$ cat src/boc_pkg.sv
package boc_pkg;

  localparam int TABLE_DEPTH = 32;
  localparam int IDX_W       = (TABLE_DEPTH > 1) ? $clog2(TABLE_DEPTH) : 1;
  localparam int CNT_W       = $clog2(TABLE_DEPTH + 1);
  localparam int QUEUE_DEPTH = 2;
  localparam int QPTR_W      = (QUEUE_DEPTH > 1) ? $clog2(QUEUE_DEPTH) : 1;
  localparam int QCNT_W      = $clog2(QUEUE_DEPTH + 1);

  localparam logic [31:0] U32_MAX = 32'hFFFF_FFFF;
  localparam logic [5:0]  NO_SLOT = 6'(TABLE_DEPTH);
  localparam int          MCAST_BIT = 40;

  typedef enum logic [2:0] {
    ST_INSERTED  = 3'd0,
    ST_UPDATED   = 3'd1,
    ST_FULL      = 3'd2,
    ST_BAD_ADDR  = 3'd3,
    ST_BAD_SWEEP = 3'd4,
    ST_BAD_STATE = 3'd5
  } status_t;

  typedef enum logic [1:0] {
    CL_LOOKUP    = 2'd0,
    CL_BAD_ADDR  = 2'd1,
    CL_BAD_SWEEP = 2'd2
  } class_t;

  typedef struct packed {
    logic [47:0]        addr;
    logic signed [7:0]  sig;
    logic [31:0]        sweep;
    class_t             cls;
  } item_t;

  typedef struct packed {
    logic [47:0]        addr;
    logic signed [7:0]  strongest;
    logic [31:0]        orig_sweep;
    logic [31:0]        recent_sweep;
    logic [31:0]        obs;
  } entry_t;

endpackage

$ cat src/boc_front.sv
module boc_front (
  input  logic                start,
  input  logic [47:0]         station_address,
  input  logic signed [7:0]   signal_strength,
  input  logic [31:0]         sweep_number,
  input  logic                q_full,
  output logic                busy,
  output logic                push,
  output boc_pkg::item_t      push_item
);
  import boc_pkg::*;

  assign busy = q_full;
  assign push = start && !q_full;

  // address checks first, then sweep
  always_comb begin
    push_item.addr  = station_address;
    push_item.sig   = signal_strength;
    push_item.sweep = sweep_number;
    if (station_address == 48'd0 || station_address[MCAST_BIT]) begin
      push_item.cls = CL_BAD_ADDR;
    end else if (sweep_number == 32'd0) begin
      push_item.cls = CL_BAD_SWEEP;
    end else begin
      push_item.cls = CL_LOOKUP;
    end
  end

endmodule

$ cat config.mk
export PLATFORM = sky130hd
export DESIGN_NAME = boc_front
export DESIGN_NICKNAME = d
export VERILOG_FILES = /design/src/boc_pkg.sv /design/src/boc_front.sv
export SDC_FILE = /design/constraint.sdc
export NUM_CORES = 1
export LEC_CHECK = 0
export BUFFER_PORTS_ARGS = -buffer_cell sky130_fd_sc_hd__buf_4
export CAP_MARGIN = 10
export CORE_AREA = 3 3 69 71
export DETAILED_ROUTE_END_ITERATION = 7
export DIE_AREA = 0 0 72 74
export PLACE_DENSITY = 0.78
export SYNTH_ARGS = -nofsm -noshare
export SYNTH_HDL_FRONTEND = slang
export SYNTH_SLANG_ARGS = --single-unit
$ cat constraint.sdc
create_clock -name vclk -period 2.5
set_input_delay 0.625 -clock vclk [all_inputs]
set_output_delay 0.625 -clock vclk [all_outputs]
set_load 0.01 [all_outputs]
==> results.sh <==
export IMPL_yosysWarnings=0
export IMPL_dp_cells=247
export IMPL_syn_inst=118
export IMPL_max_slew_worst_pin_slew_ps=334
export IMPL_grt_max_degree=5
export IMPL_ys_types=7
export IMPL_arrival_ps=1710
export IMPL_via_per_inst=4.11
export IMPL_detail_route_antenna_nets=0
export IMPL_cpPeakStageDelay_ps=270
export IMPL_seq_cells=0
export IMPL_synthAdderAreaFrac_pct=0
export IMPL_muxShareOfSynthArea_pct=0
export IMPL_cap_violations=0
export IMPL_gp_congestion=0.678
export IMPL_cp_top_family="simple AND/OR/NAND/NOR gates"
export IMPL_mostFrequentLayoutCell="buf_4"
export IMPL_synth_compound_area_share_pct=0
export IMPL_core_um2=4290
export IMPL_maxSlewViolCount=0
export IMPL_critPathKind="primary input to output pin"
export IMPL_period_share_pct=93.6
export IMPL_cp_required_ps=1880
export IMPL_drt_wirelength_per_cell_um=13.1
export IMPL_grt_pass1_vias=931
export IMPL_overflow=0
export IMPL_ir_drop_v=0.0000812
export IMPL_grt_pass1_wl_um=4240
export IMPL_p_leak_nw=0.816
export IMPL_period_minus_slack_ps=2340
export IMPL_path_cells="buf_4, nor4_2, nand4_1, nor3_2, or2_1, buf_4"
export IMPL_post_route_drc_count=0
export IMPL_syn_avg_cell_area_um2=7.44
export IMPL_design_die_area_um2=5330
export IMPL_seq_area_frac_synth_pct=0
export IMPL_dp_hpwl_um=3150
export IMPL_fillers=455
export IMPL_rsz0062_at_grt="no"
export IMPL_start_util_pct=20.5
export IMPL_regArea_um2=0
export IMPL_synth_simple_area_share_pct=23.9
export IMPL_syn2layout_area_growth_pct=73.2
export IMPL_crit_slowest_cell="nor4_2"
export IMPL_drive_gt1_share_pct=87.7
export IMPL_start_kind="primary input"
export IMPL_portBuffers=166
export IMPL_worstSetupEndpointType="output pin"
export IMPL_postCtsHoldBufs=0
export IMPL_slew_headroom_pct=77.6
export IMPL_fin_tns_setup_ps=0
export IMPL_post_cts_buffers=0
export IMPL_synth_top_family_by_area="buffers and inverters"
export IMPL_antenna_found_initial=0
export IMPL_antennaDiodeCount=0
export IMPL_dr_first_iter_drc_count=20
export IMPL_firstDrtPassIters=2
export IMPL_drt_wl_total_um=3240
export IMPL_setup_viol=0
export IMPL_power_density_nw_per_um2=179
export IMPL_finalHoldViolCount=0
export IMPL_nClkBuffers=0
export IMPL_io_pins=182
export IMPL_hp_class="primary input to output pin"
export IMPL_synth_xor_area_share_pct=0
export IMPL_die_w_um=72
export IMPL_syn_area_um2=878
export IMPL_cts_resized=0
export IMPL_status="complete, no violations"
export IMPL_via_count=1016
export IMPL_rows=24
export IMPL_syn_num_nets=208
export IMPL_most_common_layout_cells="buf_4, nor4_1, nand4_1"
export IMPL_nets=287
export IMPL_layoutNonFillerInstCount=247
export IMPL_path_common_cell="buf_4"
export IMPL_path_buf_inv=2
export IMPL_fp_dieH_um=74
export IMPL_worstPathMaxFanout=2
export IMPL_grt_usage_pct=9.69
export IMPL_max_clock_freq_ghz=0.428
==> cell families (layout without fill, tap and decap cells) <==
| family | count (synthesis) | count (layout) |
|---|---|---|
| buffers and inverters | 89 | 166 |
| and+or+nand+nor | 29 | 29 |
==> power breakdown <==
part           internal (W)  switching (W)
sequential                0              0
clock                     0              0
combinational      0.000169       0.000103
==> cell usage after synthesis <==
library cell | number | area [um2]
nor3_2 | 1 | 10.0
or2_1 | 1 | 6.26
nor4_1 | 17 | 106
nor2b_1 | 1 | 6.26
nand4_1 | 5 | 31.3
buf_4 | 89 | 668
nor4_2 | 4 | 50.1
==> through the flow <==
stage	total power, W	instance area, um2	hold WS (ps)	utilization, %	worst slack, ps
finish	0.000272	1520	1250	35.4	161
global placement	0.000273	1520	1250	35.4	108
floorplan	0.000156	878	1300	-	471
detailed placement	0.000276	1520	1250	35.4	107
CTS	0.000276	1520	1250	35.4	101
global route	0.000291	1520	1250	35.4	31.1
==> final cells by class <==
type               instances  area, um2  area share [%]
multi-input cells         29        210            13.8
well taps                 52       65.1            4.28
repair buffers           166       1250            81.9
==> path summary, 6_finish.rpt <==
| path | from | to | slack, ps | depth (start not counted) |
|---|---|---|---|---|
| max | station_address[3] | push_item[0] | 160 | 6 |
| min | signal_strength[7] | push_item[41] | 1250 | 0 |
==> per-layer routing <==
metal  wire length, um  GRT usage [%]
met1              1000           10.5
met2              1840           20.0
met3               364           1.62
met4                31           1.04
met5                 0              0
No activity file was read; power rests on OpenSTA's default activity.
