===== src/boc_pkg.sv =====
package boc_pkg;

  localparam int TABLE_DEPTH = 32;
  localparam int IDX_W       = (TABLE_DEPTH > 1) ? $clog2(TABLE_DEPTH) : 1;
  localparam int CNT_W       = $clog2(TABLE_DEPTH + 1);
  localparam int QUEUE_DEPTH = 2;
  localparam int QPTR_W      = (QUEUE_DEPTH > 1) ? $clog2(QUEUE_DEPTH) : 1;
  localparam int QCNT_W      = $clog2(QUEUE_DEPTH + 1);

  localparam logic [31:0] U32_MAX = 32'hFFFF_FFFF;
  localparam logic [5:0]  NO_SLOT = 6'(TABLE_DEPTH);
  localparam int          MCAST_BIT = 40;

  typedef enum logic [2:0] {
    ST_INSERTED  = 3'd0,
    ST_UPDATED   = 3'd1,
    ST_FULL      = 3'd2,
    ST_BAD_ADDR  = 3'd3,
    ST_BAD_SWEEP = 3'd4,
    ST_BAD_STATE = 3'd5
  } status_t;

  typedef enum logic [1:0] {
    CL_LOOKUP    = 2'd0,
    CL_BAD_ADDR  = 2'd1,
    CL_BAD_SWEEP = 2'd2
  } class_t;

  typedef struct packed {
    logic [47:0]        addr;
    logic signed [7:0]  sig;
    logic [31:0]        sweep;
    class_t             cls;
  } item_t;

  typedef struct packed {
    logic [47:0]        addr;
    logic signed [7:0]  strongest;
    logic [31:0]        orig_sweep;
    logic [31:0]        recent_sweep;
    logic [31:0]        obs;
  } entry_t;

endpackage


===== src/boc_queue.sv =====
module boc_queue (
  input  logic            clk,
  input  logic            rst,
  input  logic            push,
  input  boc_pkg::item_t  push_item,
  input  logic            pop,
  output boc_pkg::item_t  head,
  output logic            empty,
  output logic            full
);
  import boc_pkg::*;

  item_t              slots [QUEUE_DEPTH];
  logic [QPTR_W-1:0]  wr_ptr;
  logic [QPTR_W-1:0]  rd_ptr;
  logic [QCNT_W-1:0]  count;

  assign empty = (count == '0);
  assign full  = (count == QCNT_W'(QUEUE_DEPTH));
  assign head  = slots[rd_ptr];

  always_ff @(posedge clk) begin
    if (rst) begin
      wr_ptr <= '0;
      rd_ptr <= '0;
      count  <= '0;
    end else begin
      if (push) begin
        wr_ptr <= (wr_ptr == QPTR_W'(QUEUE_DEPTH - 1)) ? '0 : wr_ptr + 1'b1;
      end
      if (pop) begin
        rd_ptr <= (rd_ptr == QPTR_W'(QUEUE_DEPTH - 1)) ? '0 : rd_ptr + 1'b1;
      end
      if (push && !pop) begin
        count <= count + 1'b1;
      end else if (pop && !push) begin
        count <= count - 1'b1;
      end
    end
  end

  always_ff @(posedge clk) begin
    if (push) begin
      slots[wr_ptr] <= push_item;
    end
  end

endmodule


===== config.mk =====
export PLATFORM = sky130hd
export DESIGN_NAME = boc_queue
export DESIGN_NICKNAME = d
export VERILOG_FILES = /design/src/boc_pkg.sv /design/src/boc_queue.sv
export SDC_FILE = /design/constraint.sdc
export NUM_CORES = 1
export LEC_CHECK = 0
export BUFFER_PORTS_ARGS = -buffer_cell sky130_fd_sc_hd__buf_2
export CELL_PAD_IN_SITES_DETAIL_PLACEMENT = 2
export CELL_PAD_IN_SITES_GLOBAL_PLACEMENT = 2
export CORE_ASPECT_RATIO = 0.75
export CORE_UTILIZATION = 34
export CTS_CLUSTER_DIAMETER = 30
export DETAILED_ROUTE_END_ITERATION = 12
export PLACE_DENSITY_LB_ADDON = 0.1
export SYNTH_ARGS = -nofsm -noshare
export SYNTH_HDL_FRONTEND = slang
export SYNTH_SLANG_ARGS = --single-unit

===== constraint.sdc =====
create_clock -name clk -period 4.95 [get_ports clk]
set_input_delay 0.2475 -clock clk [delete_from_list [all_inputs] [get_ports clk]]
set_output_delay 0.2475 -clock clk [all_outputs]
set_load 0.005 [all_outputs]

==> flow_metrics.tcl <==
set metrics [dict create \
    status "finished clean" \
    grt_pass1_wl_um 21470 \
    ioPinCount 186 \
    via_per_inst 4.450 \
    yosys.area_share.simple_pct 0.6873 \
    critical_path.startpoint_type "register" \
    cts.repair.resized 0 \
    worst_pin_slew_ns 0.7265 \
    drt-initial-drc-count 180 \
    drc 0 \
    cp.arrival_ns 2.38 \
    core_area_sq_um 19380 \
    synth_compound_area_share_pct 0.1486 \
    p_leak_nw 3.304 \
    finClkSkew_ns 0.006838 \
    ys_ff_latch 185 \
    detail-route-antenna-nets 0 \
    crit_path_top_delay_cell "dfxtp_4" \
    finish.utilization_pct 45.73 \
    finalMaxSlewViolations 0 \
    post_cts_buffers 0 \
    critPathMaxFanout 51 \
    yosysSeqAreaShare_pct 81.74 \
    port-buffer-count 185 \
    setup_tns_ns 0 \
    syn_area_sq_um 6735 \
    required_ns 4.70 \
    yosysTopAreaCell "edfxtp_1" \
    die_w_um 164.5 \
    via_count 3582 \
    rr_startpoint "wr_ptr" \
    synth_top_family_by_area "multiplexers" \
    cts_tree "built" \
    globalplace.congestion 0.7016 \
    end_kind "output pin" \
    period_needed_ns 2.623 \
    cts-htree-levels 4 \
    rsz0062_at_grt "false" \
    min_period_over_period_pct 52.99 \
    peakVddDrop_mv 0.1763 \
    max_freq_mhz 381.2 \
    start_util_pct 34.76 \
    clock-sinks 185 \
    synthMuxAreaShare_pct 15.05 \
    synthesis.nets 397 \
    synthCells 302 \
    final_hold_viol_count 0 \
    clk_path_buf_depth 2 \
    rows 44 \
    cpPeakStageDelay_ns 0.80 \
    layout-drive-gt1-share_pct 56.26 \
    avgSynthCellArea_sq_um 22.30 \
    path_clk_slew_ns 0.07 \
    grt.overflow.total 0 \
    ys_types 16 \
    area_growth_pct 31.56 \
    setup_viol 0 \
    critical_path_class "reg -> out" \
    path_cells "buf_4, mux2_2, buf_2" \
    powerDensity_nw_per_um2 395.8 \
    synthAdderAreaFrac_pct 0.1858 \
    maxCapViolCount 0 \
    synth_xor_area_share_pct 0.5202 \
    netlist_top_cells_area "edfxtp_1 (80%), mux2_2 (15%), buf_6 (1.5%)" \
    die_area_sq_um 20380 \
    clkLatencyLatePin_ns 0.42 \
    cts-hold-fix-buffers 38 \
    slew_headroom_pct 51.57 \
    totalWireLength_um 14750 \
    die_h_um 123.9 \
    grtUsageTotal_pct 14.63 \
    yosys_warnings 0 \
    cts_buffers 17 \
    antenna_found_initial 1 \
    hp-class "in -> reg" \
    root_buffer "clkbuf_16" \
    wl_per_cell_um 18.33 \
    nets 634 \
    dp_hpwl_um 9791 \
    yosysTopAreaCellShare_pct 80.25 \
    grt_max_degree 53 \
    min_from "push_item[0]" \
    grt_pass1_vias 3835 \
    drtPass1Iterations 6 \
]
where the power goes:
group	switching (mW)	total (mW)	leakage, nW	internal [mW]
logic	0.161	0.351	1.31	0.190
registers	0.0411	1.87	1.73	1.83
clock network	0.555	1.29	0.265	0.733
worst max-delay path, delay by kind of cell, from the launching register on:
family,cells,cell delay [ns]
muxes,1,0.42
buffers and inverters,2,0.71
DFF,1,0.80
through the flow:
| stage | instance area (sq um) | hold WS [ns] | setup slack (ns) | power [mW] | cells |
|---|---|---|---|---|---|
| finish | 8861 | 0.01949 | 2.327 | 3.507 | 805 |
| global route | 8861 | 0.0005404 | 2.142 | 3.646 | 805 |
| CTS | 8848 | 0.0004702 | 2.220 | 3.565 | 803 |
| detailed placement | 7913 | 0.4403 | 2.685 | 2.240 | 734 |
| global placement | 7913 | 0.4345 | 2.690 | 2.223 | 734 |
| floorplan | 6735 | 0.3166 | 0.08440 | 2.074 | 302 |
synth_stat cells:
cell type,number
a21oi_1,1
and2_1,1
and2b_2,1
buf_4,1
buf_6,9
dfxtp_1,5
edfxtp_1,180
ha_1,1
inv_1,1
mux2_2,90
nor2_1,5
nor2b_1,1
o21ai_0,1
or3_1,1
xnor2_1,2
xor2_1,2
layout by cell type, fill, tap and decap left out:
cell type	netlist	routed
ha_1	1	1
clkinv_2	0	3
edfxtp_1	180	180
nor2_1	5	5
xnor2_1	2	2
inv_1	1	1
buf_4	1	4
diode_2	0	1
or3_1	1	1
a21oi_1	1	1
bufinv_16	0	2
nor2b_4	0	1
dfxtp_4	0	1
dlygate4sd3_1	0	39
clkbuf_16	0	17
and2b_2	1	1
buf_2	0	185
and2_4	0	1
clkinvlp_4	0	3
o21ai_0	1	1
mux2_2	90	90
clkinv_1	0	4
inv_6	0	2
xor2_1	2	2
dfxtp_1	5	4
final cells by class:
cell class                      count  area [sq um]
Fill cell                        1869         10520
Sequential cell                   185          5509
Timing Repair Buffer              228          1346
Multi-Input combinational cell    106          1127
Clock buffer                       17         425.4
Tap cell                          253         316.6
Clock inverter                     14         130.1
Inverter                            1         3.754
Antenna cell                        1         2.502
sequential cells by signal, summed over array words and instances, names as in the netlist, named ones only:
| register | count |
|---|---|
| slots | 180 |
| count | 2 |
| rd_ptr | 1 |
| wr_ptr | 1 |
cell families (layout without fill, tap and decap cells):
group / count (synthesis) / count (layout)
flops: 185 / 185
mux: 90 / 90
buf+inv: 11 / 260
simple gates: 9 / 9
xor+xnor: 4 / 4
compound gates: 2 / 2
fa+ha+maj: 1 / 1
other cells: 0 / 1
worst paths after layout:
path,to,slack (ns),cells past startpoint
setup / recovery,head[42],2.33,3
hold / removal,slots[0][0],0.02,1
setup reg to reg,slots[1][30],2.82,2
hold reg to reg,register,0.51,2
routing by layer:
layer / track usage [%] / routed length [um]
met1: 18.59 / 6559
met2: 23.19 / 7008
met3: 5.295 / 1037
met4: 4.989 / 147
met5: 0 / 0
Note: power is estimated with default switching activity, not from simulation.
