## src/boc_pkg.sv

```systemverilog
package boc_pkg;

  localparam int TABLE_DEPTH = 32;
  localparam int IDX_W       = (TABLE_DEPTH > 1) ? $clog2(TABLE_DEPTH) : 1;
  localparam int CNT_W       = $clog2(TABLE_DEPTH + 1);
  localparam int QUEUE_DEPTH = 2;
  localparam int QPTR_W      = (QUEUE_DEPTH > 1) ? $clog2(QUEUE_DEPTH) : 1;
  localparam int QCNT_W      = $clog2(QUEUE_DEPTH + 1);

  localparam logic [31:0] U32_MAX = 32'hFFFF_FFFF;
  localparam logic [5:0]  NO_SLOT = 6'(TABLE_DEPTH);
  localparam int          MCAST_BIT = 40;

  typedef enum logic [2:0] {
    ST_INSERTED  = 3'd0,
    ST_UPDATED   = 3'd1,
    ST_FULL      = 3'd2,
    ST_BAD_ADDR  = 3'd3,
    ST_BAD_SWEEP = 3'd4,
    ST_BAD_STATE = 3'd5
  } status_t;

  typedef enum logic [1:0] {
    CL_LOOKUP    = 2'd0,
    CL_BAD_ADDR  = 2'd1,
    CL_BAD_SWEEP = 2'd2
  } class_t;

  typedef struct packed {
    logic [47:0]        addr;
    logic signed [7:0]  sig;
    logic [31:0]        sweep;
    class_t             cls;
  } item_t;

  typedef struct packed {
    logic [47:0]        addr;
    logic signed [7:0]  strongest;
    logic [31:0]        orig_sweep;
    logic [31:0]        recent_sweep;
    logic [31:0]        obs;
  } entry_t;

endpackage

```

## src/boc_back.sv

```systemverilog
module boc_back (
  input  logic            clk,
  input  logic            rst,
  input  logic            q_empty,
  input  boc_pkg::item_t  q_head,
  output logic            pop,
  output logic            done,
  output logic [2:0]      status,
  output logic [5:0]      entry_index
);
  import boc_pkg::*;

  typedef enum logic [3:0] {
    S_IDLE   = 4'b0001,
    S_SEARCH = 4'b0010,
    S_UPDATE = 4'b0100,
    S_APPEND = 4'b1000
  } state_t;

  state_t             state, state_next;
  item_t              cur;
  entry_t             mem [TABLE_DEPTH];
  entry_t             rd_q;
  logic               rd_valid;
  logic [IDX_W-1:0]   rd_idx;
  logic [IDX_W-1:0]   hit_idx;
  logic [CNT_W-1:0]   scan_idx;
  logic [CNT_W-1:0]   used, used_next;
  logic [31:0]        dropped, dropped_next;
  logic               issue, hit;
  logic               res_fire;
  status_t            res_status;
  logic [5:0]         res_index;
  logic               wr_en;
  logic [IDX_W-1:0]   wr_idx;
  entry_t             wr_data;
  entry_t             new_rec, upd_rec;

  assign hit   = rd_valid && (rd_q.addr == cur.addr);
  assign issue = (state == S_SEARCH) && (scan_idx < used) && !hit;

  always_comb begin
    new_rec.addr         = cur.addr;
    new_rec.strongest    = cur.sig;
    new_rec.orig_sweep   = cur.sweep;
    new_rec.recent_sweep = cur.sweep;
    new_rec.obs          = 32'd1;

    upd_rec              = rd_q;
    upd_rec.strongest    = (cur.sig > rd_q.strongest) ? cur.sig : rd_q.strongest;
    upd_rec.recent_sweep = cur.sweep;
    upd_rec.obs          = rd_q.obs + 32'd1;
  end

  always_comb begin
    state_next   = state;
    pop          = 1'b0;
    res_fire     = 1'b0;
    res_status   = ST_INSERTED;
    res_index    = NO_SLOT;
    used_next    = used;
    dropped_next = dropped;
    wr_en        = 1'b0;
    wr_idx       = used[IDX_W-1:0];
    wr_data      = new_rec;
    case (state)
      S_IDLE: begin
        if (!q_empty) begin
          pop = 1'b1;
          case (q_head.cls)
            CL_BAD_ADDR: begin
              res_fire   = 1'b1;
              res_status = ST_BAD_ADDR;
            end
            CL_BAD_SWEEP: begin
              res_fire   = 1'b1;
              res_status = ST_BAD_SWEEP;
            end
            CL_LOOKUP: state_next = S_SEARCH;
            default:   state_next = S_SEARCH;
          endcase
        end
      end
      S_SEARCH: begin
        if (hit) begin
          state_next = S_UPDATE;
        end else if (!issue && !rd_valid) begin
          state_next = S_APPEND;
        end
      end
      S_UPDATE: begin
        res_fire   = 1'b1;
        state_next = S_IDLE;
        if (cur.sweep < rd_q.recent_sweep) begin
          res_status = ST_BAD_SWEEP;
        end else if (rd_q.obs == U32_MAX) begin
          res_status = ST_BAD_STATE;
        end else begin
          res_status = ST_UPDATED;
          res_index  = 6'(hit_idx);
          wr_en      = 1'b1;
          wr_idx     = hit_idx;
          wr_data    = upd_rec;
        end
      end
      S_APPEND: begin
        res_fire   = 1'b1;
        state_next = S_IDLE;
        if (used == CNT_W'(TABLE_DEPTH)) begin
          if (dropped == U32_MAX) begin
            res_status = ST_BAD_STATE;
          end else begin
            res_status   = ST_FULL;
            dropped_next = dropped + 32'd1;
          end
        end else begin
          res_status = ST_INSERTED;
          res_index  = 6'(used);
          wr_en      = 1'b1;
          used_next  = used + 1'b1;
        end
      end
      default: state_next = S_IDLE;
    endcase
  end

  always_ff @(posedge clk) begin
    if (rst) begin
      state    <= S_IDLE;
      done     <= 1'b0;
      rd_valid <= 1'b0;
      scan_idx <= '0;
      used     <= '0;
      dropped  <= '0;
    end else begin
      state    <= state_next;
      done     <= res_fire;
      rd_valid <= issue;
      used     <= used_next;
      dropped  <= dropped_next;
      if (state == S_IDLE) begin
        scan_idx <= '0;
      end else if (issue) begin
        scan_idx <= scan_idx + 1'b1;
      end
    end
  end

  always_ff @(posedge clk) begin
    if (pop) begin
      cur <= q_head;
    end
    if (res_fire) begin
      status      <= res_status;
      entry_index <= res_index;
    end
    if (issue) begin
      rd_idx <= scan_idx[IDX_W-1:0];
    end
    if (hit && state == S_SEARCH) begin
      hit_idx <= rd_idx;
    end
  end

  // entry store: one write port, one registered read port
  always_ff @(posedge clk) begin
    if (wr_en) begin
      mem[wr_idx] <= wr_data;
    end
    if (issue) begin
      rd_q <= mem[scan_idx[IDX_W-1:0]];
    end
  end

endmodule

```

## config.mk

```make
export PLATFORM = sky130hd
export DESIGN_NAME = boc_back
export DESIGN_NICKNAME = d
export VERILOG_FILES = /design/src/boc_pkg.sv /design/src/boc_back.sv
export SDC_FILE = /design/constraint.sdc
export NUM_CORES = 2
export LEC_CHECK = 0
export ABC_AREA = 1
export BUFFER_PORTS_ARGS = -buffer_cell sky130_fd_sc_hd__buf_2
export CELL_PAD_IN_SITES_DETAIL_PLACEMENT = 0
export CELL_PAD_IN_SITES_GLOBAL_PLACEMENT = 1
export CORE_ASPECT_RATIO = 0.75
export CORE_UTILIZATION = 48
export DETAILED_ROUTE_END_ITERATION = 6
export PLACE_DENSITY = 0.76
export SYNTH_ARGS = -nofsm -noshare
export SYNTH_HDL_FRONTEND = slang
export SYNTH_MEMORY_MAX_BITS = 65536
export SYNTH_SLANG_ARGS = --single-unit
```

## constraint.sdc

```tcl
create_clock -name clk -period 7.8 [get_ports clk]
set_input_delay 0.78 -clock clk [delete_from_list [all_inputs] [get_ports clk]]
set_output_delay 0.78 -clock clk [all_outputs]
set_load 0.005 [all_outputs]
```

==> flow_summary.toml <==
[status]
status = "completed"

[timing]
skew_ns = 0.0583
finalHoldViolCount = 0
min_period_ns = 6.32
timing.hold.ws_ns = 0.0547
fin_setup_tns_ns = 0
final_max_slew_viol_count = 0
min_period_over_period_pct = 81.0
max_freq_mhz = 158
maxSlewHeadroom_pct = 8.50
rsz0062_at_grt = "false"
setup_viol = 0
layout_setup_ws_ns = 1.48
worst_pin_slew_ns = 1.37

[grt]
first_global_vias = 93200
grt_start_max_net_pins = 207
grt_pass1_wl_um = 642000
antenna_found_initial = 11
grt_overflow = 0
gr-usage-all-layers_pct = 27.5

[synth]
yosysUniqueCellTypes = 51
avgSynthCellArea_um2 = 13.4
synth_edf_count = 3795
async_flop_share_pct = 0
yosysTopAreaCellShare_pct = 75.5
synth.largest_area_cell = "edfxtp_1"
netlist_area_um2 = 151000
ys_top_cells_by_area = "edfxtp_1 (76%), o21ai_0 (6.3%), nor2_1 (5.1%), o22ai_1 (2.5%), o221ai_1 (1.8%)"
yosysSeqAreaShare_pct = 76.2
yosysWarnings = 0
synth_fp_nets = 11400
syn_inst = 11300
ys.flop_type = "edfxtp_1"
synth_seq_cells = 3845

[clock_tree]
clock_sinks = 3845
cts_buffer_depth = 4
cts_resized = 0
clock-root-buffer = "clkbuf_16"
ctsHtreeMaxLevel = 5
hold_buffers = 31
clkSlewWorstSetupHoldPaths_ns = 0.06
cts_tree = "built"
cts_buffers = 367
postCtsSetupBuffers = 0
clk_latency_ns = 0.93

[place]
pre_cts_ws_ns = 1.72
dp_hpwl_um = 226000
routabilityCongestion = 0.835
dpl_cell_area_um2 = 157000
io_buffers = 95

[die]
dieArea_um2 = 317000
rows = 177
die_x_um = 649
initial_utilization_pct = 48.5
fp.dieH_um = 488
coreArea_um2 = 311000
ios = 104

[power]
internal-power_mw = 33.4
switching_share_pct = 20.7
p_leak_nw = 56.9
power_switching_mw = 8.70
seqPwrFrac_pct = 55.3
ir_drop_mv = 0.221
comb_power_share_pct = 2.4
powerDensity_nw_per_um2 = 248
power_frac_clock_pct = 42.3
power_mw = 42.1

[setup_path]
cp.arrival_ns = 6.86
crit_required_ns = 8.34
endpoint_kind = "flop"
worst_r2r_path_depth = 12
reg2reg_slack_ns = 1.48
worstPathCellList = "ha_1 -> nand2_1 -> nor2_1 -> nand4_1 -> nor2_1 -> nand2_1 -> nand2_1 -> nand3_4 -> nand2_1 -> nand3_1 -> nor2_4 -> buf_4"
cp-start-kind = "flop"
crit_fanout = 19
crit_top_cell = "nand2_1"
cp_slowest_cell = "nor2_4"
path_class = "flop to flop"
crit-reg2reg-launch = "cur[22]"
r2r-end = "mem[27][38]"
cpPeakStageDelay_ns = 1.04

[drt]
wl_um = 446000
wl_per_cell_um = 28.4
first_iter_violations = 13900
viasPerCell = 6.28
ant_nets = 0
vias = 98600
drc = 0
firstDrtPassIters = 6

[layout]
n_fill_cell = 24900
seq_area_um2 = 115000
syn2layout_area_growth_pct = 12.3
multi_input_area_um2 = 32300
fin_nets = 11400
final_layout_size_suffix_gt1_share_pct = 8.81
fin_area_um2 = 169000

[min_path]
hold_end = "cur[66]"
min_from = "q_head[66]"
min_path_type = "input pin to flop"
hold_depth = 1

[run]
drv_cap = 0
==> cell usage after synthesis, types with 11 or more instances <==
library cell	instances
edfxtp_1	3795
nor2_1	2050
o21ai_0	1885
nand2_1	679
o22ai_1	597
clkbuf_1	529
o221ai_1	303
inv_1	202
nand3_1	196
buf_2	192
a21oi_1	143
a31oi_1	115
nor3_1	86
nand4_1	62
o21ai_1	51
dfxtp_1	50
xor2_1	44
ha_1	43
o211ai_1	35
a211oi_1	29
buf_1	27
buf_4	16
xnor2_1	15
nor4_1	12
nand3_2	11
==> cell families (layout without fill, tap and decap cells) <==
| family | Yosys count | after routing | share of synthesized area (%) |
|---|---|---|---|
| AO/OA/AOI/OAI | 3186 | 3186 | 12.1 |
| AND/OR/NAND/NOR | 3146 | 3146 | 8.36 |
| other | 0 | 3 | 0 |
| XOR/XNOR | 59 | 59 | 0.343 |
| buffers and inverters | 978 | 1307 | 2.64 |
| multiplexers | 1 | 1 | 0.00664 |
| flip-flops | 3845 | 3845 | 76.2 |
| adder cells (fa/ha/maj) | 43 | 43 | 0.357 |
==> power by group through the flow <==
stage               registers, mW  clock network (mW)  logic, mW
finish                       23.2                17.8       1.02
global route                 23.2                18.7       1.10
CTS                          23.2                18.0       1.02
detailed placement           23.7                   0       1.00
global placement             23.7                   0      0.964
floorplan                    23.7                   0      0.351
==> stage by stage <==
step	util, %	cells
after CTS	54.4	15700
after global placement	50.5	15000
after detailed placement	50.5	15000
after global routing	54.4	15700
after floorplan	-	11300
final	54.4	15700
==> layer usage <==
layer	GRT usage, %	vias to the layer above	wire (µm)
met5	0	-	0
met3	4.95	849	49600
met1	40.4	49700	183000
met2	41.9	5716	199000
li1	-	42300	-
met4	8.46	0	14300
==> worst max path at each step <==
stage,startpoint,cells after the start,to,slack [ns]
2_1_floorplan,cur[21],13,mem[0][0],0.28
3_3_place_gp,cur[22],12,mem[27][36],1.78
3_5_place_dp,cur[22],12,mem[27][38],1.72
4_1_cts,cur[24],13,mem[27][36],1.68
5_1_grt,cur[31],12,mem[29][121],1.32
6_report,cur[22],12,mem[27][38],1.48
==> registers in the layout, summed over array words and instances, names as in the netlist <==
name         cells
mem           3584
rd_q           112
cur             80
dropped         32
entry_index      6
scan_idx         6
used             6
hit_idx          5
rd_idx           5
state            4
status           3
done             1
rd_valid         1
==> cell type report <==
type                            count  share of cell area, %
Antenna cell                        3                0.00443
Multi-Input combinational cell   6435                   19.0
Sequential cell                  3845                   67.9
Tap cell                         4117                   3.04
Clock buffer                      451                   5.72
Timing Repair Buffer              436                   2.56
Inverter                          211                  0.499
Clock inverter                    209                   1.24
==> worst max-delay path, delay by kind of cell (launching register included) <==
kind	cells	cell delay [ns]
DFF	1	0.67
and+or+nand+nor	10	4.25
buffers and inverters	1	0.52
adders and majority gates	1	0.41
==> layout by cell type (no fill, tap or decap), types with 12 or more instances in the layout <==
master         count
a21oi_1          140
o221ai_1         303
o21ai_1           78
a31oi_1          115
nand4_1           62
o22ai_1          597
o21ai_0         1856
buf_12            98
clkinv_1          82
nor2_1          2015
clkinv_2          53
nand3_1          195
a211oi_1          29
bufinv_16         37
clkbuf_16        376
ha_1              43
clkinvlp_4        13
dlygate4sd3_1     31
o211ai_1          35
nor4_1            12
xnor2_1           14
buf_4            212
nor3_1            80
dfxtp_1           46
nor2_4            38
clkbuf_1          75
buf_2             95
xor2_1            44
nand2_1          679
inv_1            200
edfxtp_1        3795
Power figures use the tool's default switching activity.
